--- src/hw/rtl/tss_pkg.sv ---
// Shared types and constants of the TDMA slot sync scheduler.
// No dependencies; imported by every other file of the block.
`timescale 1ns / 1ps
`default_nettype none
package tss_pkg;

  localparam int unsigned Slots    = 8;
  localparam int unsigned SlotIdxW = $clog2(Slots);
  localparam int unsigned SlotPtrW = 4;

  typedef enum logic [1:0] {
    KIND_WRITE = 2'd0,
    KIND_SYNC  = 2'd1,
    KIND_EVENT = 2'd2,
    KIND_REPLY = 2'd3
  } kind_e;

  typedef struct packed {
    kind_e       kind;
    logic [2:0]  slot_index;
    logic [7:0]  slot_phase;
    logic [7:0]  slot_period;
    logic [31:0] slot_offset_ns;
    logic [31:0] sync_cycle;
    logic [63:0] time_a;
    logic [63:0] time_b;
    logic [63:0] time_c;
    logic [63:0] arrival_time;
    logic [63:0] local_time;
  } cmd_t;

  typedef struct packed {
    logic [3:0]  slot_count;
    logic [15:0] init_cycles_limit;
    logic [15:0] calib_cycles_limit;
  } cfg_t;

  typedef enum logic [1:0] {
    CFG_SLOT_COUNT  = 2'd0,
    CFG_INIT_LIMIT  = 2'd1,
    CFG_CALIB_LIMIT = 2'd2,
    CFG_NONE        = 2'd3
  } cfg_idx_e;

endpackage
`default_nettype wire

--- src/hw/rtl/tss_front.sv ---
// Front end: takes input beats, classifies the kind, holds a two-entry command queue.
// Depends on tss_pkg.
`timescale 1ns / 1ps
`default_nettype none
module tss_front (
  input  wire            clk_i,
  input  wire            rst_ni,
  input  wire            push,
  output logic           full,
  input  wire [1:0]      kind_i,
  input  wire [2:0]      slot_index_i,
  input  wire [7:0]      slot_phase_i,
  input  wire [7:0]      slot_period_i,
  input  wire [31:0]     slot_offset_ns_i,
  input  wire [31:0]     sync_cycle_i,
  input  wire [63:0]     time_a_i,
  input  wire [63:0]     time_b_i,
  input  wire [63:0]     time_c_i,
  input  wire [63:0]     arrival_time_i,
  input  wire [63:0]     local_time_i,
  output logic           cmd_valid_o,
  output tss_pkg::cmd_t  cmd_o,
  input  wire            cmd_pop_i
);
  import tss_pkg::*;

  cmd_t       mem_q [2];
  logic       wr_q, rd_q;
  logic [1:0] cnt_q;
  logic       wr_en, rd_en;
  cmd_t       cmd_in;

  always_comb begin
    cmd_in.kind           = kind_e'(kind_i);
    cmd_in.slot_index     = slot_index_i;
    cmd_in.slot_phase     = slot_phase_i;
    cmd_in.slot_period    = slot_period_i;
    cmd_in.slot_offset_ns = slot_offset_ns_i;
    cmd_in.sync_cycle     = sync_cycle_i;
    cmd_in.time_a         = time_a_i;
    cmd_in.time_b         = time_b_i;
    cmd_in.time_c         = time_c_i;
    cmd_in.arrival_time   = arrival_time_i;
    cmd_in.local_time     = local_time_i;
  end

  assign full        = (cnt_q == 2'd2);
  assign cmd_valid_o = (cnt_q != 2'd0);
  assign cmd_o       = mem_q[rd_q];
  assign wr_en       = push && !full;
  assign rd_en       = cmd_pop_i && cmd_valid_o;

  always_ff @(posedge clk_i) begin
    if (wr_en) begin
      mem_q[wr_q] <= cmd_in;
    end
  end

  always_ff @(posedge clk_i or negedge rst_ni) begin
    if (!rst_ni) begin
      wr_q  <= 1'b0;
      rd_q  <= 1'b0;
      cnt_q <= 2'd0;
    end else begin
      if (wr_en) wr_q <= ~wr_q;
      if (rd_en) rd_q <= ~rd_q;
      cnt_q <= cnt_q + {1'b0, wr_en} - {1'b0, rd_en};
    end
  end

endmodule
`default_nettype wire

--- config.mk ---
export PLATFORM = sky130hd
export DESIGN_NAME = tss_front
export DESIGN_NICKNAME = d
export VERILOG_FILES = /design/src/hw/rtl/tss_pkg.sv /design/src/hw/rtl/tss_front.sv
export SDC_FILE = /design/constraint.sdc
export NUM_CORES = 1
export LEC_CHECK = 0
export BUFFER_PORTS_ARGS = -buffer_cell sky130_fd_sc_hd__buf_2
export CORE_AREA = 3 3 317 319
export DETAILED_ROUTE_END_ITERATION = 10
export DIE_AREA = 0 0 320 322
export PLACE_DENSITY = 0.6
export SLEW_MARGIN = 20
export SYNTH_ARGS = -nofsm -noshare
export SYNTH_HDL_FRONTEND = slang
export SYNTH_SLANG_ARGS = --single-unit
--- constraint.sdc ---
create_clock -name clk_i -period 22 [get_ports clk_i]
set_input_delay 1.1 -clock clk_i [delete_from_list [all_inputs] [get_ports clk_i]]
set_output_delay 1.1 -clock clk_i [all_outputs]
set_load 0.01 [all_outputs]
==> summary.md, run 1 <==
| Metric | Value |
|---|---|
| Fin crit share | 31.3% |
| DRT antenna net count | 0 |
| Most common cell on crit path | buf_4 |
| Status | complete, no violations |
| Starting DRT DRC Count | 977 |
| Asr flop ratio synth | 0.491% |
| Vias in the first global route | 16100 |
| Required time worst endpoint | 20.90 ns |
| Most common cell in the netlist | edfxtp_1 |
| All-layer global routing usage | 13.6% |
| Critical Path AT | 5.79 ns |
| Drt via density | 4.34 |
| TritonCTS Buffers | 87 |
| Slowest-stage cell, CP | dfrtp_4 |
| Ports | 816 |
| Worst-Margin Slew | 1.14 ns |
| Clock-pin slew on the worst setup and hold paths | 0.06 ns |
| Initial antenna violation count | 36 |
| P per Cell Area | 137 nW/um2 |
| Initial cell density of the core | 31.5% |
| Max capacitance violation total | 0 |
| Final nets | 2564 |
| Final min period | 6.89 ns |
| Mapped cell area | 30900 um2 |
| Synth warnings | 0 |
| Synthesized area per cell | 24.2 um2 |
| CP Max Fanout | 58 |
| Grt total ovfl | 0 |
| Worst-path cell chain | buf_4 -> buf_4 -> buf_4 -> buf_4 -> mux2_2 -> buf_2 |
| Final hold vios | 0 |
| Total negative slack | 0 ns |
| Final RePlAce weighted congestion | 0.831 |
| Post-CTS Hold Buffers | 0 |
| Switching share of power | 29.4% |
| Multi-input gate area | 5940 um2 |
| Clk sink count | 814 |
| Fmax | 0.145 GHz |
| Overall Power | 0.00535 W |
| Critical Path End Type | output pin |
| FF-to-FF path depth | 7 |
| Internal power | 0.00377 W |
| Pleak | 15.3 nW |
| # setup viols final | 0 |
| Core area | 98100 um2 |
| Pin count of the biggest net entering global routing | 163 |
| Syn Nets | 1689 |
| Hold crit path type | input port to asynchronous set/reset pin |
| CP Class | flip-flop to output pin |
| Post-synth EDFFs | 810 |
| Total number of vias | 15300 |
| Clk buf depth | 3 |
| Pre-CTS setup slack | 15.71 ns |
| Max Transition Viols Final | 0 |
| Synth cell count leaders | edfxtp_1, mux2_4, mux2_2, buf_6, buf_8 |
| Filler cells | 8877 |
| Clk_skew | 0.0334 ns |
| Combinational share of power | 31.6% |
| Largest vdd supply drop | 0.0772 mV |
| Post-CTS Setup Inserts | 0 |
| Die area | 103000 um2 |
| Slew HR | 23.9% |
| Clk network pwr share | 26.8% |
| Die width | 320 um |
| Area Overhead vs Synth | 26.5% |
| Root buf cell | clkbuf_16 |
| PnR worst setup slack | 15.11 ns |
| Row count | 115 |
| H-tree levels | 3 |
| Synth cell types | 17 |
| RSZ-0062 raised after global routing | false |
| Register area share after synthesis | 79.1% |
| FF+latch area | 24400 um2 |
| CTS tree | done |
| Post-synth top area cell | edfxtp_1 |
| Port-buffer cells | 815 |
| Worst skew pair latency | 0.65 ns |
| Pre-Repair DR Iteration Count | 4 |
| Yosys top cell area share | 78.8% |
| Detailed-route wire length per cell | 20.9 um |
| CP max stage delay | 0.93 ns |
| Largest cells by area after synthesis | edfxtp_1, mux2_4, mux2_2 |
| DPL Wire Length | 52800 um |
| Layout cells sized above 1 | 61.4% |
| Startpoint Class | flip-flop |
| Drt total wl | 73600 um |
| Sequential power share | 41.6% |
| Synth Flop Type | edfxtp_1 |
| Switching pwr | 0.00157 W |
| DRC errors left | 0 |
| Post-CTS sizing | 0 |
| Cells after Synth | 1278 |
| First-pass GRT wire length | 104000 um |
| Die height | 322 um |
| #FFs+latches synth | 814 |
==> area by class of cell <==
cell class	instances	share of cell area, %
clock inverters	55	1.43
clock buffers	102	5.77
multi-input cells	417	15.2
inverters	2	0.0192
flip-flops and latches	814	62.5
diodes	16	0.102
well taps	1287	4.12
repair buffers	831	10.8
==> state kept, by name, summed over array words and instances (netlist names) <==
signal,flops
wr_q,1
mem_q,810
cnt_q,2
rd_q,1
==> final timing paths <==
check / slack (ns) / startpoint / end
setup reg to reg: 17.48 / cnt_q[1] / mem_q[0][384]
max in group asynchronous: 21.62 / rst_ni / rd_q
setup / recovery: 15.11 / rd_q / cmd_o[30]
hold / removal: 0.24 / rst_ni / cnt_q[1]
hold reg to reg: 0.52 / cnt_q[0] / cnt_q[0]
min in group clk_i: 0.52 / cnt_q[0] / cnt_q[0]
==> through the flow <==
| stage | instances | hold WS [ns] | util, % | instance area (um2) |
|---|---|---|---|---|
| 2_1_floorplan | 1278 | 0.461 | - | 30900 |
| 3_3_place_gp | 3351 | 0.495 | 36.9 | 36200 |
| 3_5_place_dp | 3351 | 0.508 | 36.9 | 36200 |
| 4_1_cts | 3508 | 0.163 | 39.8 | 39000 |
| 5_1_grt | 3519 | 0.178 | 39.8 | 39100 |
| 6_report | 3524 | 0.240 | 39.8 | 39100 |
==> critical path: cells and delay by family, from the launching register on <==
kind,cells,cell delay (ns)
mux,1,0.42
buf+inv,5,3.53
flops,1,0.93
==> cell families (layout without fill, tap and decap cells) <==
kind of cell / Yosys count / in the layout / synth area share (%)
multiplexers: 405 / 405 / 18.9
other: 0 / 16 / 0
buffers and inverters: 47 / 990 / 1.69
XOR/XNOR: 4 / 4 / 0.113
adder cells (fa/ha/maj): 2 / 2 / 0.0810
flip-flops: 814 / 814 / 79.1
AND/OR/NAND/NOR: 6 / 6 / 0.105
==> placed cells by master (no fill, tap or decap) <==
| master | count |
|---|---|
| xor2_1 | 1 |
| edfxtp_1 | 810 |
| inv_8 | 1 |
| and2_1 | 1 |
| nor2_4 | 1 |
| inv_16 | 2 |
| inv_6 | 2 |
| clkinv_4 | 1 |
| clkinv_1 | 20 |
| mux2_2 | 65 |
| clkinv_16 | 1 |
| and3_4 | 1 |
| ha_1 | 2 |
| or2_2 | 1 |
| nand2_1 | 1 |
| buf_12 | 2 |
| mux2_4 | 340 |
| nand2b_1 | 1 |
| clkbuf_1 | 14 |
| inv_1 | 2 |
| buf_4 | 14 |
| clkinv_2 | 15 |
| buf_2 | 815 |
| dfrtp_4 | 1 |
| dfrtp_1 | 3 |
| diode_2 | 16 |
| xnor2_1 | 3 |
| bufinv_16 | 9 |
| clkinvlp_4 | 4 |
| clkbuf_16 | 88 |
==> layer usage <==
| layer | GRT usage, % | part of all wire [%] | vias to the layer above |
|---|---|---|---|
| li1 | - | - | 6904 |
| met1 | 13.8 | 34 | 7585 |
| met2 | 24.7 | 54 | 604 |
| met3 | 5.44 | 8.6 | 160 |
| met4 | 5.62 | 3.1 | 32 |
| met5 | 0 | 0.28 | - |
==> power groups by stage <==
stage                     Combinational (W)  Sequential, W  Clock (W)
after detailed placement            0.00172        0.00226          0
after global placement              0.00171        0.00224          0
after CTS                           0.00173        0.00223    0.00147
final                               0.00169        0.00223    0.00143
after global routing                0.00179        0.00226    0.00154
after floorplan                     0.00118        0.00243          0
Note: power is estimated with default switching activity, not from simulation.
==> run 2, diff against run 1 <==
--- a/config.mk
+++ b/config.mk
@@ -9,7 +9,7 @@
 export CORE_AREA = 3 3 317 319
 export DETAILED_ROUTE_END_ITERATION = 10
 export DIE_AREA = 0 0 320 322
-export PLACE_DENSITY = 0.6
+export PLACE_DENSITY = 0.62
 export SLEW_MARGIN = 20
 export SYNTH_ARGS = -nofsm -noshare
 export SYNTH_HDL_FRONTEND = slang
==> constraint.sdc (replaced) <==
create_clock -name clk_i -period 5.6 [get_ports clk_i]
set_input_delay 0.28 -clock clk_i [delete_from_list [all_inputs] [get_ports clk_i]]
set_output_delay 0.28 -clock clk_i [all_outputs]
set_load 0.01 [all_outputs]
==> run 2 against run 1 <==
Die area unchanged. First-iteration DRC count up 7.5%. Clock skew decreased by 0.012 ns. Highest routed layer unchanged. Worst hold slack improved by 0.12 ns. Critical path type unchanged. Sequential cell count is the same. Combinational power grew to 4.2 times the previous value.
==> summary.md, run 2 (synthesized netlist as in run 1, its figures left out) <==
| Metric | Value |
|---|---|
| PnR worst setup slack | 2.26 ns (was 15.11 ns) |
| CTS tree | done (unchanged) |
| Initial cell density of the core | 31.5% (unchanged) |
| Dpl cells | 3362 (was 3351) |
| Post-CTS sizing | 0 (unchanged) |
| H-tree levels | 3 (unchanged) |
| Top flop regs | mem_q: 810 flops, cnt_q: 2 flops (unchanged) |
| Max capacitance violation total | 0 (unchanged) |
| Final RePlAce weighted congestion | 0.881 (was 0.831) |
| Clock-pin slew on the worst setup and hold paths | 0.06 ns (about the same) |
| Hold crit path type | input port to flip-flop (was input port to asynchronous set/reset pin) |
| Detailed-route wire length per cell | 20.0 um (was 20.9 um) |
| Fin Hold WS | 0.362 ns (was 0.240 ns) |
| DRC errors left | 0 (unchanged) |
| Final nets | 2984 (was 2564) |
| Reg2Reg Launch Point | cnt_q[1] (unchanged) |
| Max reg flops | 810 (unchanged) |
| All-layer global routing usage | 14.7% (was 13.6%) |
| # setup viols final | 0 (unchanged) |
| Overall Power | 0.0213 W (was 0.00535 W) |
| Final non-filler cell total | 3928 (was 3524) |
| Clk_skew | 0.0219 ns (was 0.0334 ns) |
| Required time worst endpoint | 5.32 ns (was 20.90 ns) |
| Clk sink count | 814 (unchanged) |
| First-pass GRT wire length | 114000 um (was 104000 um) |
| Pre-CTS setup slack | 2.89 ns (was 15.71 ns) |
| Largest vdd supply drop | 0.401 mV (was 0.0772 mV) |
| Commonest non-fill, non-tap cell in the layout | buf_2 (unchanged) |
| Worst reg-to-reg setup slack | 2.90 ns (was 17.48 ns) |
| Clk buf depth | 3 (unchanged) |
| Startpoint Class | flip-flop (unchanged) |
| Initial antenna violation count | 6 (was 36) |
| Post-CTS Setup Inserts | 0 (unchanged) |
| Fmax | 0.300 GHz |
| Vias in the first global route | 18600 (was 16100) |
| Layout Utilization | 44.0% (was 39.8%) |
| Starting DRT DRC Count | 1050 (was 977) |
| CP Class | flip-flop to output pin (unchanged) |
| Status | complete, no violations (unchanged) |
| Post-CTS Hold Buffers | 409 (was 0) |
| Area Overhead vs Synth | 39.9% (was 26.5%) |
| Total number of vias | 17000 (was 15300) |
| Max Transition Viols Final | 0 (unchanged) |
| Ports | 816 (unchanged) |
| Port-buffer cells | 815 (unchanged) |
| FF-to-FF path depth | 4 (was 7) |
| P per Cell Area | 493 nW/um2 (was 137 nW/um2) |
| Fin crit share | 59.6% |
| Drt via density | 4.33 (was 4.34) |
| Hold Crit Start | arrival_time_i[58] |
| TritonCTS Buffers | 87 (unchanged) |
| Min-Delay Endpoint | mem_q[0][122] |
| Die area | 103000 um2 (unchanged) |
| Pleak | 17.1 nW (was 15.3 nW) |
| Filler cells | 8511 (was 8877) |
| Grt total ovfl | 0 (unchanged) |
| CP Max Fanout | 99 (was 58) |
| Critical Path AT | 3.06 ns (was 5.79 ns) |
| Pre-Repair DR Iteration Count | 4 (unchanged) |
| Row count | 115 (unchanged) |
| DRT antenna net count | 0 (unchanged) |
| Die height | 322 um (unchanged) |
| Drt total wl | 78700 um (was 73600 um) |
| Final hold vios | 0 (unchanged) |
| Slew HR | 25.8% (was 23.9%) |
| Largest Register | mem_q (unchanged) |
| Pin count of the biggest net entering global routing | 160 (was 163) |
| Worst-Margin Slew | 1.11 ns (was 1.14 ns) |
| Final min period | 3.34 ns |
| RSZ-0062 raised after global routing | false (unchanged) |
| Layout cells sized above 1 | 51.8% (was 61.4%) |
| Die width | 320 um (unchanged) |
| Core area | 98100 um2 (unchanged) |
| Critical Path End Type | output pin (unchanged) |
| Root buf cell | clkbuf_16 (unchanged) |
| DPL Wire Length | 53200 um (was 52800 um) |
| Reg2reg end | mem_q[0][364] (was mem_q[0][384]) |
| Worst skew pair latency | 0.63 ns (was 0.65 ns) |
| Commonest cells after routing, fill and taps aside | buf_2, edfxtp_1, dlygate4sd3_1 (was buf_2, edfxtp_1, mux2_4) |
| Hold path depth | 2 |
[run 2: changes by cell type in the layout (fill, tap and decap cells not counted), sizes merged]
cell / delta
clkbuf: +6
dlygate4sd3: +409
bufinv: -1
diode: -12
clkinv: -6
inv: -5
buf: +11
clkinvlp: +2
[run 2: how the worst max path moves through the flow]
stage                     startpoint     endpoint
final                           rd_q    cmd_o[31]
after global routing            rd_q    cmd_o[31]
after CTS                       rd_q    cmd_o[31]
after detailed placement        rd_q    cmd_o[31]
after global placement          rd_q    cmd_o[11]
after floorplan             cnt_q[1]  mem_q[0][0]
[run 2: layout make-up]
| class | count | area [um2] | area share (%) |
|---|---|---|---|
| flip-flops and latches | 814 | 24400 | 56.5 |
| repair buffers | 1251 | 8480 | 19.6 |
| multi-input cells | 417 | 5940 | 13.8 |
| clock buffers | 108 | 2280 | 5.27 |
| well taps | 1287 | 1610 | 3.73 |
| clock inverters | 45 | 455 | 1.05 |
| diodes | 4 | 10.0 | 0.0232 |
| inverters | 2 | 7.51 | 0.0174 |
[run 2: layer usage]
layer	global-route usage [%]	part of all wire, %	up-vias
li1	-	-	7714
met1	15.6	36	8477
met4	6.87	3.9	2
met2	26.6	53	660
met5	0	0.014	-
met3	4.40	7.3	165
[run 2: where the power goes]
part / switching [W] / internal, W
registers: 0.000423 / 0.00834
logic: 0.00363 / 0.00341
clock network: 0.00227 / 0.00325
[run 2: per-stage QoR]
step	cell area (um2)	setup TNS, ns
after floorplan	30900	-677.37
after global placement	36400	0
after detailed placement	36400	0
after CTS	43200	0
after global routing	43200	0
final	43200	0
[run 2: critical path: stages (launching register included)]
cell     delay [ns]
dfrtp_4        1.06
buf_12         0.54
mux2_2         0.42
buf_2          0.14
